$ cat config.mk
export PLATFORM = sky130hd
export DESIGN_NAME = tti_front
export DESIGN_NICKNAME = d
export VERILOG_FILES = /design/src/hdl/tti_pkg.sv /design/src/hdl/tti_front.sv
export SDC_FILE = /design/constraint.sdc
export NUM_CORES = 1
export LEC_CHECK = 0
export BUFFER_PORTS_ARGS = -buffer_cell sky130_fd_sc_hd__clkbuf_2
export CORE_AREA = 2 2 122 124
export CTS_BUF_LIST = sky130_fd_sc_hd__clkbuf_2
export CTS_CLUSTER_DIAMETER = 30
export DETAILED_ROUTE_END_ITERATION = 16
export DIE_AREA = 0 0 124 126
export MAX_ROUTING_LAYER = met4
export PLACE_DENSITY_LB_ADDON = 0.08
export REMOVE_ABC_BUFFERS = 1
export SLEW_MARGIN = 20
export SYNTH_ARGS = -nofsm -noshare
export SYNTH_HDL_FRONTEND = slang
export SYNTH_SLANG_ARGS = --single-unit
$ cat constraint.sdc
create_clock -name i_clk -period 14.8 [get_ports i_clk]
set_input_delay 1.48 -clock i_clk [delete_from_list [all_inputs] [get_ports i_clk]]
set_output_delay 1.48 -clock i_clk [all_outputs]
set_load 0.02 [all_outputs]
$ cat src/hdl/tti_pkg.sv
`default_nettype none
// ----------------------------------------------------------------------------
// tti_pkg
// Shared types, sizes and helpers of the trilinear table interpolator.
// ----------------------------------------------------------------------------
package tti_pkg;

    localparam int X_POINTS   = 128;
    localparam int Y_POINTS   = 128;
    localparam int Z_POINTS   = 32;
    localparam int XI_W       = $clog2(X_POINTS);
    localparam int YI_W       = $clog2(Y_POINTS);
    localparam int ZI_W       = $clog2(Z_POINTS);
    localparam int X_BASE     = 0;
    localparam int Y_BASE     = X_POINTS;
    localparam int Z_BASE     = X_POINTS + Y_POINTS;
    localparam int PT_DEPTH   = Z_BASE + Z_POINTS;
    localparam int PT_AW      = $clog2(PT_DEPTH);
    localparam int GRID_AW    = XI_W + YI_W + ZI_W;
    localparam int GRID_DEPTH = 2 ** GRID_AW;
    localparam int CNT_W      = 8;
    localparam int ZCNT_W     = 6;
    localparam int FIFO_DEPTH = 4;
    localparam int FIFO_AW    = $clog2(FIFO_DEPTH);
    localparam int NUM_W      = 66;
    localparam int DEN_W      = 33;
    localparam int DIV_CW     = $clog2(NUM_W);

    localparam logic [2:0] REQ_WX    = 3'd0;
    localparam logic [2:0] REQ_WY    = 3'd1;
    localparam logic [2:0] REQ_WZ    = 3'd2;
    localparam logic [2:0] REQ_WGRID = 3'd3;
    localparam logic [2:0] REQ_QUERY = 3'd4;

    localparam logic [1:0] CFG_X = 2'd0;
    localparam logic [1:0] CFG_Y = 2'd1;
    localparam logic [1:0] CFG_Z = 2'd2;

    typedef enum logic [1:0] {
        OP_WPT,
        OP_WGRID,
        OP_QUERY
    } t_op;

    typedef struct packed {
        t_op                  op;
        logic [PT_AW-1:0]     pt_addr;
        logic [GRID_AW-1:0]   grid_addr;
        logic signed [31:0]   value;
        logic signed [31:0]   qx;
        logic signed [31:0]   qy;
        logic signed [31:0]   qz;
    } t_item;

    typedef struct packed {
        logic [CNT_W-1:0] x_n;
        logic [CNT_W-1:0] y_n;
        logic [CNT_W-1:0] z_n;
    } t_counts;

    typedef enum logic [3:0] {
        B_IDLE,
        B_SRD0,
        B_SCHK0,
        B_SCHKN,
        B_SCAN,
        B_GISS,
        B_GCAP,
        B_LCHK,
        B_LHI,
        B_LM0,
        B_LM1,
        B_LM2,
        B_LDIV,
        B_LWAIT,
        B_LWB,
        B_DONE
    } t_bstate;

    function automatic logic [CNT_W-1:0] eff_count(input logic [CNT_W-1:0] r,
                                                   input int size);
        logic [CNT_W-1:0] res;
        if (r == '0)
            res = CNT_W'(1);
        else if (int'(r) > size)
            res = CNT_W'(size);
        else
            res = r;
        return res;
    endfunction

    function automatic logic signed [31:0] sat33(input logic signed [32:0] v);
        logic signed [31:0] res;
        if (v[32] != v[31])
            res = v[32] ? 32'sh8000_0000 : 32'sh7fff_ffff;
        else
            res = v[31:0];
        return res;
    endfunction

endpackage
`default_nettype wire

$ cat src/hdl/tti_front.sv
`default_nettype none
// ----------------------------------------------------------------------------
// tti_front
// Input stage: accepts transactions, decodes the request type, drops unknown
// codes and forms memory addresses before handing items to the queue.
// ----------------------------------------------------------------------------
module tti_front
    import tti_pkg::*;
(
    input  wire logic                i_clk,
    input  wire logic                i_rst_n,
    input  wire logic                i_valid,
    output logic                     o_ready,
    input  wire logic [2:0]          i_req_type,
    input  wire logic [XI_W-1:0]     i_x_index,
    input  wire logic [YI_W-1:0]     i_y_index,
    input  wire logic [ZI_W-1:0]     i_z_index,
    input  wire logic signed [31:0]  i_write_value,
    input  wire logic signed [31:0]  i_query_x,
    input  wire logic signed [31:0]  i_query_y,
    input  wire logic signed [31:0]  i_query_z,
    output logic                     o_push,
    output t_item                    o_item,
    input  wire logic                i_full
);

    logic  r_valid;
    t_item r_item;
    t_item n_item;
    logic  n_known;
    logic  w_take;

    assign o_ready = !r_valid || !i_full;
    assign w_take  = i_valid && o_ready;
    assign o_push  = r_valid && !i_full;
    assign o_item  = r_item;

    always_comb begin
        n_known          = 1'b1;
        n_item.op        = OP_WPT;
        n_item.pt_addr   = PT_AW'(X_BASE) + PT_AW'(i_x_index);
        n_item.grid_addr = {i_z_index, i_y_index, i_x_index};
        n_item.value     = i_write_value;
        n_item.qx        = i_query_x;
        n_item.qy        = i_query_y;
        n_item.qz        = i_query_z;
        case (i_req_type)
            REQ_WX: begin
            end
            REQ_WY: begin
                n_item.pt_addr = PT_AW'(Y_BASE) + PT_AW'(i_y_index);
            end
            REQ_WZ: begin
                n_item.pt_addr = PT_AW'(Z_BASE) + PT_AW'(i_z_index);
            end
            REQ_WGRID: begin
                n_item.op = OP_WGRID;
            end
            REQ_QUERY: begin
                n_item.op = OP_QUERY;
            end
            default: begin
                n_known = 1'b0;
            end
        endcase
    end

    always_ff @(posedge i_clk) begin
        if (!i_rst_n) begin
            r_valid <= 1'b0;
        end else if (w_take) begin
            r_valid <= n_known;
        end else if (o_push) begin
            r_valid <= 1'b0;
        end
    end

    always_ff @(posedge i_clk) begin
        if (w_take) begin
            r_item <= n_item;
        end
    end

endmodule
`default_nettype wire

==> results.yml <==
floorplan:
  rows: 44
  coreArea_sq_um: 14300
  die_w_um: 124
  ioPinCount: 314
  fp.dieH_um: 126
  start_util_pct: 34.7
  dieArea_sq_um: 15600
critical_path:
  worstPathArrival_ns: 1.88
  cp_max_fo: 2
  critPathLaunchType: "input port"
  cp.required_ns: 13.32
  rr_worst_depth: 3
  end_kind: "output port"
  rrSetupSlack_ns: 12.78
  crit_type: "input port to output port"
synth:
  synth.most_common_cell: "edfxtp_1"
  synth_cell_type_count: 14
  avgSynthCellArea_sq_um: 27.3
  synth_top_area_share_pct: 95.6
  syn_area_sq_um: 4960
  synthTopCellsByArea: "edfxtp_1 (96%), a22o_2 (1.0%), a21o_1 (0.76%)"
  synth_async_sr_flop_share_pct: 0
  ys_top_cells_by_count: "edfxtp_1 (158), a21o_1 (5), a22o_2 (5)"
  yosysSeqAreaShare_pct: 96.0
  ys_ff_latch: 159
  syn_inst: 182
  synth_ff_type: "edfxtp_1"
  yosys_warnings: 0
  synth-edff-count: 158
  yosys.area.top_type: "edfxtp_1"
hold_path:
  min_path_type: "register to register"
  holdPathStages: 2
grt:
  grt.overflow.total: 0
  antenna_found_initial: 0
  track_usage_pct: 16.0
  grt_max_degree: 65
  grt_pass1_vias: 2953
  grt_pass1_wl_um: 16900
timing:
  relSlewSlack_pct: 47.9
  rsz0062_at_grt: "false"
  fin_ws_ns: 11.44
  slew_violations: 0
  finClkSkew_ns: 0.0188
  worst_pin_slew_ns: 0.782
  setup_viol: 0
  fin_crit_sh_pct: 22.7
  finalHoldViolCount: 0
  min_period_ns: 3.36
  fmax_mhz: 298
  fin_setup_tns_ns: 0
clock_network:
  cts_buffers: 17
  clk_pin_slew_ns: 0.19
  cts_hold_buf: 0
  clk_latency_ns: 0.65
  cts_root_buffer: "clkbuf_2"
  cts_resized: 0
  clockBufferDepth: 2
  htreeDepth: 4
  clock_sinks: 159
  cts_setup_buffers: 0
  cts_tree: "yes"
power:
  power_per_cell_area_nw_per_um2: 121
  leakagePower_nw: 3.10
  vdd_drop_max_uv: 53.3
placed_design:
  hpwl_um: 9640
  io_buffers: 313
  dp.cells: 681
  pre_cts_slack_ns: 11.44
  gp_congestion: 0.814
cells_and_area:
  regArea_sq_um: 4760
  layout.cells.non_filler: 710
  antenna_cells: 0
  area_growth_pct: 40.6
  nets: 670
  multi_input_area_sq_um: 201
  fillers: 1291
  drive_gt1_share_pct: 67.1
drt:
  wire_per_inst_um: 17.4
  drtAntennaViolNets: 0
  wirelength_um: 12300
  first_pass_iters: 4
  drc_errors: 0
  initialDrtViolationCount: 188
  via_count: 2995
  vias_per_cell: 4.22
flow_run:
  cap_violations: 0
status:
  status: "completed"
-- layer usage --
metal  wire, um  global-route usage (%)
met5          0                       -
met4        154                    5.55
met3       1390                    7.47
met2       6580                    27.1
met1       4200                    15.9
-- final timing paths --
| kind | start | to |
|---|---|---|
| setup / recovery | i_full | o_push |
| hold / removal | r_valid | r_valid |
| setup reg to reg | r_valid | o_item[34] |
| hold reg to reg | r_valid | r_valid |
-- cells in the final DEF, fill, tap and decap left out, drive strengths merged --
cell type and count:
clkbuf 335, edfxtp 158, a22o 7, a21o 5, clkinv 5, nor3b 3, nand2 2, bufinv 2
buf 2, nor2 1, and3b 1, nor2b 1, and2 1, o21ai 1, a21boi 1, dfxtp 1
-- flip-flops by register name, indices dropped and copies added (netlist names) --
register,count
r_valid,1
o_item,158
-- cell families (layout without fill, tap and decap cells) --
family                 count (synthesis)  count (layout)  synth area share [%]
and+or+nand+nor                        9               9                  1.64
AOI/OAI and AO/OA                     14              14                  2.37
buffers and inverters                  0             344                     0
DFF                                  159             159                  96.0
-- worst max-delay path: stages --
cell and delay (ns):
clkbuf_2 0.09, nor2b_1 0.12, clkbuf_2 0.19
-- stage by stage --
step / instance area (sq um) / power [mW] / hold WS [ns] / util (%)
detailed placement: 6780 / 0.644 / 0.515 / 47.4
global placement: 6780 / 0.644 / 0.506 / 47.4
global route: 6980 / 0.885 / 0.592 / 48.8
CTS: 6980 / 0.857 / 0.539 / 48.8
finish: 6980 / 0.844 / 0.540 / 48.8
floorplan: 4960 / 0.595 / 0.622 / -
-- area by class of cell --
cell class	instances	share of cell area (%)
clock inverters	7	1.31
flip-flops and latches	159	68.3
well taps	184	3.30
multi-input cells	23	2.89
clock buffers	22	1.58
repair buffers	315	22.7
-- where the power goes --
group	leakage (nW)	switching [mW]	internal [mW]
Combinational	1.41	0.0638	0.0336
Clock	0.137	0.135	0.0775
Sequential	1.55	0.00693	0.527
Total	3.10	0.205	0.639
No activity file was read; power rests on OpenSTA's default activity.
