$ cat src/hdl/tti_pkg.sv
`default_nettype none
// ----------------------------------------------------------------------------
// tti_pkg
// Shared types, sizes and helpers of the trilinear table interpolator.
// ----------------------------------------------------------------------------
package tti_pkg;

    localparam int X_POINTS   = 128;
    localparam int Y_POINTS   = 128;
    localparam int Z_POINTS   = 32;
    localparam int XI_W       = $clog2(X_POINTS);
    localparam int YI_W       = $clog2(Y_POINTS);
    localparam int ZI_W       = $clog2(Z_POINTS);
    localparam int X_BASE     = 0;
    localparam int Y_BASE     = X_POINTS;
    localparam int Z_BASE     = X_POINTS + Y_POINTS;
    localparam int PT_DEPTH   = Z_BASE + Z_POINTS;
    localparam int PT_AW      = $clog2(PT_DEPTH);
    localparam int GRID_AW    = XI_W + YI_W + ZI_W;
    localparam int GRID_DEPTH = 2 ** GRID_AW;
    localparam int CNT_W      = 8;
    localparam int ZCNT_W     = 6;
    localparam int FIFO_DEPTH = 4;
    localparam int FIFO_AW    = $clog2(FIFO_DEPTH);
    localparam int NUM_W      = 66;
    localparam int DEN_W      = 33;
    localparam int DIV_CW     = $clog2(NUM_W);

    localparam logic [2:0] REQ_WX    = 3'd0;
    localparam logic [2:0] REQ_WY    = 3'd1;
    localparam logic [2:0] REQ_WZ    = 3'd2;
    localparam logic [2:0] REQ_WGRID = 3'd3;
    localparam logic [2:0] REQ_QUERY = 3'd4;

    localparam logic [1:0] CFG_X = 2'd0;
    localparam logic [1:0] CFG_Y = 2'd1;
    localparam logic [1:0] CFG_Z = 2'd2;

    typedef enum logic [1:0] {
        OP_WPT,
        OP_WGRID,
        OP_QUERY
    } t_op;

    typedef struct packed {
        t_op                  op;
        logic [PT_AW-1:0]     pt_addr;
        logic [GRID_AW-1:0]   grid_addr;
        logic signed [31:0]   value;
        logic signed [31:0]   qx;
        logic signed [31:0]   qy;
        logic signed [31:0]   qz;
    } t_item;

    typedef struct packed {
        logic [CNT_W-1:0] x_n;
        logic [CNT_W-1:0] y_n;
        logic [CNT_W-1:0] z_n;
    } t_counts;

    typedef enum logic [3:0] {
        B_IDLE,
        B_SRD0,
        B_SCHK0,
        B_SCHKN,
        B_SCAN,
        B_GISS,
        B_GCAP,
        B_LCHK,
        B_LHI,
        B_LM0,
        B_LM1,
        B_LM2,
        B_LDIV,
        B_LWAIT,
        B_LWB,
        B_DONE
    } t_bstate;

    function automatic logic [CNT_W-1:0] eff_count(input logic [CNT_W-1:0] r,
                                                   input int size);
        logic [CNT_W-1:0] res;
        if (r == '0)
            res = CNT_W'(1);
        else if (int'(r) > size)
            res = CNT_W'(size);
        else
            res = r;
        return res;
    endfunction

    function automatic logic signed [31:0] sat33(input logic signed [32:0] v);
        logic signed [31:0] res;
        if (v[32] != v[31])
            res = v[32] ? 32'sh8000_0000 : 32'sh7fff_ffff;
        else
            res = v[31:0];
        return res;
    endfunction

endpackage
`default_nettype wire

$ cat src/hdl/tti_fifo.sv
`default_nettype none
// ----------------------------------------------------------------------------
// tti_fifo
// Small item queue between the input stage and the execution engine.
// ----------------------------------------------------------------------------
module tti_fifo
    import tti_pkg::*;
(
    input  wire logic  i_clk,
    input  wire logic  i_rst_n,
    input  wire logic  i_push,
    input  t_item      i_item,
    output logic       o_full,
    input  wire logic  i_pop,
    output t_item      o_item,
    output logic       o_empty
);

    t_item                r_mem [FIFO_DEPTH];
    logic [FIFO_AW-1:0]   r_wr;
    logic [FIFO_AW-1:0]   r_rd;
    logic [FIFO_AW:0]     r_cnt;

    assign o_full  = (r_cnt == (FIFO_AW+1)'(FIFO_DEPTH));
    assign o_empty = (r_cnt == '0);
    assign o_item  = r_mem[r_rd];

    always_ff @(posedge i_clk) begin
        if (!i_rst_n) begin
            r_wr  <= '0;
            r_rd  <= '0;
            r_cnt <= '0;
        end else begin
            if (i_push)
                r_wr <= r_wr + FIFO_AW'(1);
            if (i_pop)
                r_rd <= r_rd + FIFO_AW'(1);
            if (i_push && !i_pop)
                r_cnt <= r_cnt + (FIFO_AW+1)'(1);
            else if (!i_push && i_pop)
                r_cnt <= r_cnt - (FIFO_AW+1)'(1);
        end
    end

    always_ff @(posedge i_clk) begin
        if (i_push) begin
            r_mem[r_wr] <= i_item;
        end
    end

endmodule
`default_nettype wire

$ cat config.mk
export PLATFORM = sky130hd
export DESIGN_NAME = tti_fifo
export DESIGN_NICKNAME = d
export VERILOG_FILES = /design/src/hdl/tti_pkg.sv /design/src/hdl/tti_fifo.sv
export SDC_FILE = /design/constraint.sdc
export NUM_CORES = 1
export LEC_CHECK = 0
export ABC_CLOCK_PERIOD_IN_PS = 9800
export BUFFER_PORTS_ARGS = -buffer_cell sky130_fd_sc_hd__buf_2
export CORE_MARGIN = 4
export CORE_UTILIZATION = 40
export DETAILED_ROUTE_END_ITERATION = 12
export PLACE_DENSITY_LB_ADDON = 0.1
export SLEW_MARGIN = 20
export SYNTH_ARGS = -nofsm -noshare
export SYNTH_HDL_FRONTEND = slang
export SYNTH_SLANG_ARGS = --single-unit
$ cat constraint.sdc
create_clock -name i_clk -period 9.8 [get_ports i_clk]
set_input_delay 0.98 -clock i_clk [delete_from_list [all_inputs] [get_ports i_clk]]
set_output_delay 0.98 -clock i_clk [all_outputs]
set_load 0.01 [all_outputs]
==> impl_metrics.yaml, run 1 <==
grt:
  grt_pass1_vias: 11100
  grt_pass1_wl_um: 71800
  grt.total_usage_pct: 15.2
  antenna_found_initial: 13
  grt_max_degree: 86
  overflow: 0
worst_setup_path:
  critPathKind: "flop to output port"
  crit_arrival_ps: 3080
  reg2reg_slack_ps: 7280
  cp_max_fo: 59
  critPathBufInv: 2
  cp_top_family: "flip-flops"
  end_kind: "output port"
  crit_path_cell_trace: "buf_4, mux4_2, buf_2"
  start_kind: "flop"
  worst_path_largest_cell_delay_ps: 960
  critical-path-slowest-cell: "dfxtp_4"
  crit_required_ps: 8820
flow_run:
  maxCapViolations: 0
cells_and_area:
  final_core_util_pct: 48.2
  drive_gt1_share_pct: 45.6
  area_growth_pct: 19.4
  finalNonFillerCells: 2055
  nets: 1405
  stdcell_area_sq_mm: 0.0278
sta:
  slew-limit-headroom_pct: 33.9
  fmax_mhz: 247
  setup_violations: 0
  min_period_ps: 4060
  worst_slew_pin_slew_ps: 991
  hold_viol: 0
  fin_setup_tns_ps: 0
  holdWs_ps: 510
  fin_crit_sh_pct: 41.4
  setup_ws_ps: 5740
  rsz0062_at_grt: "no"
  fin_skew_ps: 12.8
  drv_slew: 0
placement:
  port_buffers: 321
  hpwl_um: 27600
  gp_congestion: 0.689
  dp_cells: 1931
  place_area_sq_mm: 0.0257
  dp_slack_ps: 6260
detailed_routing:
  num_vias: 10300
  wl_met1_um: 19800
  top_layer: "met5"
  first_pass_iters: 4
  drtIter0Drc: 467
  drc: 0
  wirelength_um: 47400
  wl_met3_um: 3430
  antenna_left: 0
  vias_per_cell: 5.03
  met2_length_um: 23000
  wl_per_cell_um: 23.0
pwr:
  p_sw_share_pct: 21.9
  leakagePower_nw: 9.23
  p_per_area_mw_per_mm2: 222
  power.switching_mw: 1.35
  pwr-share-clk_pct: 39.1
  total_power_mw: 6.15
  pwr-share-seq_pct: 52.0
  peakVddDrop_v: 0.000135
  p_int_mw: 4.81
  comb_power_share_pct: 9.0
synth:
  synth.most_common_cell: "edfxtp_1"
  synth_area_leader_cell: "edfxtp_1"
  synth_area_sq_mm: 0.0233
  synth.top_cell.area_share_pct: 81.6
  synthFlopType: "edfxtp_1"
  avgSynthCellArea_sq_um: 26.8
  seq_area_frac_synth_pct: 82.4
  ys_seq_elements: 641
  synthCells: 869
  postSynth.asyncResetShare_pct: 0
  synth_cell_types: 20
  yosysWarningCount: 0
  synth_edf_count: 632
  netlist_top_cells_area: "edfxtp_1 (82%), mux4_2 (15%), dfxtp_1 (0.77%)"
  synth_nets: 1037
  synthTopCellsByCount: "edfxtp_1 (632), mux4_2 (158), buf_2 (17)"
die:
  num_io_pins: 322
  fp.dieArea_sq_mm: 0.0620
  start_util_pct: 40.4
  die_h_um: 249
  rows: 88
  die_w_um: 249
  core_area_sq_mm: 0.0576
clock_network:
  cts_resized: 0
  clock_latency_ps: 590
  holdBufCountCts: 0
  htreeDepth: 3
  cts_buffer_depth: 3
  clk_pin_slew_worst_paths_ps: 60
  numCtsBuffers: 69
  cts_sinks: 641
  cts-root-buf: "clkbuf_16"
  postCtsSetupBuffers: 0
  cts_tree: "yes"
outcome:
  run_status: "completed"
min_path:
  hold_class: "flop to flop"
-- final timing paths --
check	start	to	cells past startpoint
worst min register to register	r_cnt[2]$_SDFFE_PN0P_	r_cnt[2]$_SDFFE_PN0P_	2
worst max register to register	r_wr[0]$_SDFFE_PN0P_	r_mem[2][83]$_DFFE_PP_	4
worst min-delay path	r_cnt[2]$_SDFFE_PN0P_	r_cnt[2]$_SDFFE_PN0P_	2
worst max-delay path	flop	o_item[68]	3
-- logic make-up (layout without fill, tap and decap cells) --
| family | after synthesis | count (layout) | synth area share, % |
|---|---|---|---|
| compound gates | 2 | 2 | 0.0538 |
| xor+xnor | 5 | 5 | 0.188 |
| fa+ha+maj | 6 | 6 | 0.355 |
| buf+inv | 40 | 457 | 1.22 |
| flops | 641 | 641 | 82.4 |
| mux | 160 | 160 | 15.4 |
| other cells | 0 | 4 | 0 |
| simple gates | 15 | 15 | 0.393 |
-- metal layers --
layer / track usage (%) / up-vias
met2: 24.2 / 260
met5: 0 / -
met3: 5.01 / 98
met4: 5.02 / 20
li1: - / 4508
met1: 20.2 / 5443
-- state kept, by name, indices dropped and copies added (netlist names), named ones only --
register	count
r_cnt	3
r_wr	2
r_rd	2
r_mem	632
-- tightest hold or removal path, delay by kind of cell (launching register included) --
family	cells	cell delay, ps
compound gates	2	130
flops	1	320
-- power by group through the flow --
stage | clock (mW) | combinational, mW | sequential [mW]
after floorplan | 0 | 0.343 | 3.25
final | 2.40 | 0.552 | 3.20
after global placement | 0 | 0.571 | 3.26
after global routing | 2.62 | 0.602 | 3.21
after detailed placement | 0 | 0.574 | 3.26
after CTS | 2.49 | 0.576 | 3.20
-- final cells by class --
| type | instances | area (sq um) |
|---|---|---|
| Antenna cell | 4 | 10.0 |
| Clock buffer | 94 | 1890 |
| Clock inverter | 26 | 193 |
| Fill cell | 4778 | 29800 |
| Inverter | 4 | 15.0 |
| Multi-Input combinational cell | 188 | 3820 |
| Sequential cell | 641 | 19200 |
| Tap cell | 765 | 957 |
| Timing Repair Buffer | 333 | 1710 |
-- cell usage in the layout (no fill, tap or decap), types with 2 or more instances in the layout --
cell type    n
and2_4       4
buf_2      321
clkbuf_16   72
mux4_2     158
xor2_1       3
dfxtp_4      2
buf_4       11
clkbuf_1    21
inv_1        4
edfxtp_1   632
ha_1         5
dfxtp_1      7
clkinv_1    10
nor2b_1      2
bufinv_16    2
inv_6        3
clkinv_2     9
xnor2_1      2
and2_1       5
diode_2      4
mux2i_1      2
Power figures use the tool's default switching activity.
==> run 2, diff against run 1 <==
--- a/config.mk
+++ b/config.mk
@@ -5,7 +5,7 @@
 export SDC_FILE = /design/constraint.sdc
 export NUM_CORES = 1
 export LEC_CHECK = 0
-export ABC_CLOCK_PERIOD_IN_PS = 9800
+export ABC_CLOCK_PERIOD_IN_PS = 4100
 export BUFFER_PORTS_ARGS = -buffer_cell sky130_fd_sc_hd__buf_2
 export CORE_MARGIN = 4
 export CORE_UTILIZATION = 40
==> constraint.sdc (replaced) <==
create_clock -name i_clk -period 4.1 [get_ports i_clk]
set_input_delay 0.41 -clock i_clk [delete_from_list [all_inputs] [get_ports i_clk]]
set_output_delay 0.41 -clock i_clk [all_outputs]
set_load 0.01 [all_outputs]
==> run 2 against run 1 <==
Against the previous run:
- count of clock-buffer cells in the layout did not move
- global-route usage rose by 0.067 points
- via count rose by 0.72%
- register-to-register slack got worse by 5300 ps
- final cell count rose by 2.0%
- routed wire length barely moved
- critical path depth did not move
- sequential cell count did not move
- largest cell class unchanged
- worst hold slack got worse by 460 ps
- power rose by 140%
- largest power group unchanged
- critical path type unchanged
- combinational power rose to 2.5 times the previous value
==> impl_metrics.yaml, run 2 (synthesized netlist as in run 1, its figures left out) <==
outcome:
  run_status: "completed"
clock_network:
  cts_resized: 0
  cts_tree: "yes"
  clk_pin_slew_worst_paths_ps: 60
  cts_sinks: 641
  cts-root-buf: "clkbuf_16"
  numCtsBuffers: 70
  clock_latency_ps: 580
  htreeDepth: 3
  cts_buffer_depth: 3
worst_setup_path:
  cp_top_family: "flip-flops"
  end_kind: "output port"
  critPathBufInv: 2
  crit_required_ps: 3690
  crit_path_cell_trace: "buf_12, mux4_2, buf_2"
  critical-path-slowest-cell: "dfxtp_4"
  reg2reg_slack_ps: 2030
  crit_arrival_ps: 2570
  cp_max_fo: 42
  critPathKind: "flop to output port"
  start_kind: "flop"
  worst_path_largest_cell_delay_ps: 790
placement:
  gp_congestion: 0.704
  port_buffers: 321
  place_area_sq_mm: 0.0259
  hpwl_um: 28700
  dp_slack_ps: 1630
cells_and_area:
  nets: 1447
  stdcell_area_sq_mm: 0.0283
  drive_gt1_share_pct: 44.5
  largestRegisters: "r_mem: 632 flops, r_cnt: 3 flops"
  largest_reg_flops: 632
  final_common_cell: "edfxtp_1"
  final_cell_mix: "edfxtp_1 (632), buf_2 (321), mux4_2 (158), clkbuf_16 (73), dlygate4sd3_1 (34)"
  top_register: "r_mem"
  area_growth_pct: 21.7
detailed_routing:
  wirelength_um: 47400
  num_vias: 10400
  antenna_left: 0
  wl_per_cell_um: 22.6
  wl_met1_um: 19200
  met2_length_um: 24000
  vias_per_cell: 4.96
  wl_met3_um: 3220
  first_pass_iters: 4
  top_layer: "met5"
  drtIter0Drc: 618
  drc: 0
sta:
  rsz0062_at_grt: "no"
  hold_viol: 0
  fmax_mhz: 335
  worst_slew_pin_slew_ps: 750
  fin_skew_ps: 11.7
  fin_crit_sh_pct: 72.8
  holdWs_ps: 47.5
  slew-limit-headroom_pct: 50.0
  min_period_ps: 2980
  fin_setup_tns_ps: 0
  setup_violations: 0
  setup_ws_ps: 1120
  drv_slew: 0
die:
  die_h_um: 249
  fp.dieArea_sq_mm: 0.0620
  die_w_um: 249
  num_io_pins: 322
  core_area_sq_mm: 0.0576
  start_util_pct: 40.4
  rows: 88
min_path:
  hold_class: "primary input to flop"
pwr:
  power.switching_mw: 3.20
  total_power_mw: 14.7
  p_sw_share_pct: 21.7
  leakagePower_nw: 9.44
  p_per_area_mw_per_mm2: 521
  comb_power_share_pct: 9.5
  peakVddDrop_v: 0.000413
  p_int_mw: 11.5
  pwr-share-seq_pct: 51.7
  pwr-share-clk_pct: 38.8
grt:
  grt_pass1_vias: 11300
  grt_max_degree: 85
  grt.total_usage_pct: 15.3
  overflow: 0
  grt_pass1_wl_um: 72300
  antenna_found_initial: 6
flow_run:
  maxCapViolations: 0
run 2: cell count changes in the layout (fill, tap and decap cells not counted), sizes merged:
cell,before,now
buf,333,340
inv,7,4
dlygate4sd3,0,34
clkinv,20,24
diode,4,2
clkinvlp,1,2
run 2: worst reg2reg max path, cell delays in order (launching register included):
cell	delay, ps
dfxtp_1	340
inv_1	90
ha_1	150
and2_4	630
buf_12	430
run 2: power by group through the flow:
stage | clock network, mW | registers, mW | logic, mW
after floorplan | 0 | 7.73 | 0.822
after global placement | 0 | 7.76 | 1.41
after detailed placement | 0 | 7.77 | 1.42
after CTS | 5.92 | 7.63 | 1.45
after global routing | 6.21 | 7.65 | 1.52
final | 5.72 | 7.63 | 1.40
run 2: timing repair:
item	CTS	global route
buffers inserted	0	0
hold buffers	34	0
endpoints found under the hold margin	113	0
run 2: metal layers:
layer / vias up / global-route usage (%)
met4: 10 / 4.73
met2: 243 / 25.2
met5: - / 0
met1: 5458 / 19.8
li1: 4608 / -
met3: 84 / 4.74
run 2: through the flow:
stage | utilization (%) | std cells
global placement | 44.9 | 1938
global route | 49.1 | 2094
floorplan | - | 869
finish | 49.1 | 2096
detailed placement | 44.9 | 1938
CTS | 49.1 | 2094
run 2: worst paths after layout:
kind                    startpoint                       to  depth (start not counted)
max                           flop               o_item[62]                          3
min                    i_item[102]  r_mem[0][102]$_DFFE_PP_                          1
max reg2reg   r_wr[0]$_SDFFE_PN0P_   r_mem[2][38]$_DFFE_PP_                          4
min reg2reg  r_cnt[2]$_SDFFE_PN0P_    r_cnt[2]$_SDFFE_PN0P_                          2
run 2: area by class of cell:
| class | count | area [sq um] |
|---|---|---|
| Tap cell | 765 | 957 |
| Sequential cell | 641 | 19200 |
| Antenna cell | 2 | 5.00 |
| Clock inverter | 28 | 179 |
| Timing Repair Buffer | 374 | 2240 |
| Inverter | 4 | 15.0 |
| Multi-Input combinational cell | 188 | 3820 |
| Fill cell | 4694 | 29300 |
| Clock buffer | 94 | 1910 |
==> run 3, diff against run 2 <==
--- a/config.mk
+++ b/config.mk
@@ -5,7 +5,7 @@
 export SDC_FILE = /design/constraint.sdc
 export NUM_CORES = 1
 export LEC_CHECK = 0
-export ABC_CLOCK_PERIOD_IN_PS = 4100
+export ABC_CLOCK_PERIOD_IN_PS = 2500
 export BUFFER_PORTS_ARGS = -buffer_cell sky130_fd_sc_hd__buf_2
 export CORE_MARGIN = 4
 export CORE_UTILIZATION = 40
==> constraint.sdc (replaced) <==
create_clock -name i_clk -period 2.5 [get_ports i_clk]
set_input_delay 0.25 -clock i_clk [delete_from_list [all_inputs] [get_ports i_clk]]
set_output_delay 0.25 -clock i_clk [all_outputs]
set_load 0.01 [all_outputs]
==> run 3 against run 2 <==
Against the previous run:
- via count rose by 5.4%
- sequential power up 64%
- critical endpoint is now o_item[128]
- non-clock buffer count rose by 147
- clock skew increased by 6.5 ps
- die area stayed put
- register-to-register slack got worse by 1200 ps
- routed wire length is 2.9% higher
- power increased by 66%
==> impl_metrics.yaml, run 3 (synthesized netlist as in run 1, its figures left out) <==
min_path:
  hold_class: "primary input to flop"
  worstHoldStart: "i_pop"
clock_network:
  cts_buffer_depth: 3
  cts_sinks: 641
  cts-root-buf: "clkbuf_16"
  cts_tree: "yes"
  clock_latency_ps: 600
  numCtsBuffers: 68
  clk_pin_slew_worst_paths_ps: 60
  htreeDepth: 3
die:
  die_w_um: 249
  core_area_sq_mm: 0.0576
  num_io_pins: 322
  start_util_pct: 40.4
  rows: 88
  die_h_um: 249
  fp.dieArea_sq_mm: 0.0620
pwr:
  peakVddDrop_v: 0.000545
  leakagePower_nw: 10.1
  total_power_mw: 24.5
  p_per_area_mw_per_mm2: 821
flow_run:
  maxCapViolations: 0
cells_and_area:
  final_core_util_pct: 51.9
  fill_cells: 4632
  n_antenna_cell: 0
  largestRegisters: "r_mem: 632 flops, r_cnt: 3 flops"
  largest_reg_flops: 632
  area_growth_pct: 28.4
  top_register: "r_mem"
  stdcell_area_sq_mm: 0.0299
  final_cell_mix: "edfxtp_1 (632), buf_2 (321), dlygate4sd3_1 (159), mux4_2 (158), clkbuf_16 (69)"
  nets: 1592
  drive_gt1_share_pct: 41.9
  final_common_cell: "edfxtp_1"
grt:
  overflow: 0
  grt_max_degree: 80
  grt_pass1_vias: 12100
  grt_pass1_wl_um: 74900
  antenna_found_initial: 3
  grt.total_usage_pct: 15.7
detailed_routing:
  antenna_left: 0
  wirelength_um: 48800
  num_vias: 11000
  first_pass_iters: 5
  drtIter0Drc: 610
  vias_per_cell: 4.90
  drc: 0
  wl_per_cell_um: 21.8
sta:
  worst_slew_pin_slew_ps: 583
  fin_crit_sh_pct: 94.4
  drv_slew: 0
  setup_violations: 0
  fin_setup_tns_ps: 0
  rsz0062_at_grt: "no"
  fmax_mhz: 424
  min_period_ps: 2360
  fin_skew_ps: 18.2
  setup_ws_ps: 139
  hold_viol: 0
  slew-limit-headroom_pct: 61.2
worst_setup_path:
  critPathKind: "flop to output port"
  cp_max_fo: 42
  crit_path_cell_trace: "buf_12, mux4_2, buf_2"
  start_kind: "flop"
  crit_required_ps: 2250
  rr_startpoint: "r_wr[0]$_SDFFE_PN0P_"
  cp_top_family: "multiplexers"
  critPathBufInv: 2
  critical-path-slowest-cell: "mux4_2"
  crit_arrival_ps: 2110
  worst_path_largest_cell_delay_ps: 570
  end_kind: "output port"
placement:
  gp_congestion: 0.703
  port_buffers: 321
  dp_slack_ps: 527
  place_area_sq_mm: 0.0261
  hpwl_um: 28900
outcome:
  run_status: "completed"
## run 3: changes by cell type in the layout (fill, tap and decap cells not counted), sizes merged
cell         delta
clkbuf          -7
inv             +3
diode           -2
dlygate4sd3   +125
bufinv          +1
buf            +22
clkinv          +1
## run 3: metrics by stage
stage | hold slack [ps] | std cells
after global placement | 465 | 1950
final | 58.0 | 2239
after floorplan | 349 | 869
after detailed placement | 466 | 1950
after global routing | 67.7 | 2239
after CTS | 1.15 | 2239
## run 3: layout make-up
| cell class | instances | area, sq um | area share, % |
|---|---|---|---|
| Clock buffer | 87 | 1790 | 6.01 |
| Clock inverter | 33 | 314 | 1.05 |
| Inverter | 4 | 15.0 | 0.0503 |
| Multi-Input combinational cell | 188 | 3820 | 12.8 |
| Sequential cell | 641 | 19200 | 64.2 |
| Tap cell | 765 | 957 | 3.21 |
| Timing Repair Buffer | 521 | 3800 | 12.7 |
## run 3: report_power, final
part           internal, mW  switching, mW  total [mW]
registers              12.4          0.112        12.5
clock network          5.44           4.00        9.44
logic                  1.27           1.34        2.61
total                  19.1           5.45        24.5
## run 3: metal layers
layer / part of all wire, % / wire, um / vias up / global-route usage, %
met4: 2.4 / 1180 / 6 / 4.86
met3: 6.2 / 3020 / 84 / 4.56
li1: - / - / 4879 / -
met1: 42 / 20400 / 5716 / 20.7
met2: 50 / 24100 / 278 / 25.7
met5: 0.084 / 41 / - / 0
## run 3: worst paths after layout
kind / slack [ps] / depth (start not counted) / to
setup / recovery: 140 / 3 / o_item[128]
hold / removal: 60 / 3 / flop
setup reg to reg: 830 / 3 / r_mem[1][107]$_DFFE_PP_
hold reg to reg: 500 / 2 / r_cnt[2]$_SDFFE_PN0P_
## run 3: what timing repair did
action / 4_1_cts / 5_1_grt
endpoints found under the setup margin: 99 / 9
endpoints found under the hold margin: 641 / 0
resized for setup: 0 / 1
hold buffers: 159 / 0
setup buffers: 10 / 0
## run 3: worst reg2reg max path, stage by stage, from the launching register on
cell	delay, ps
dfxtp_1	400
ha_1	170
and2_4	390
buf_4	390
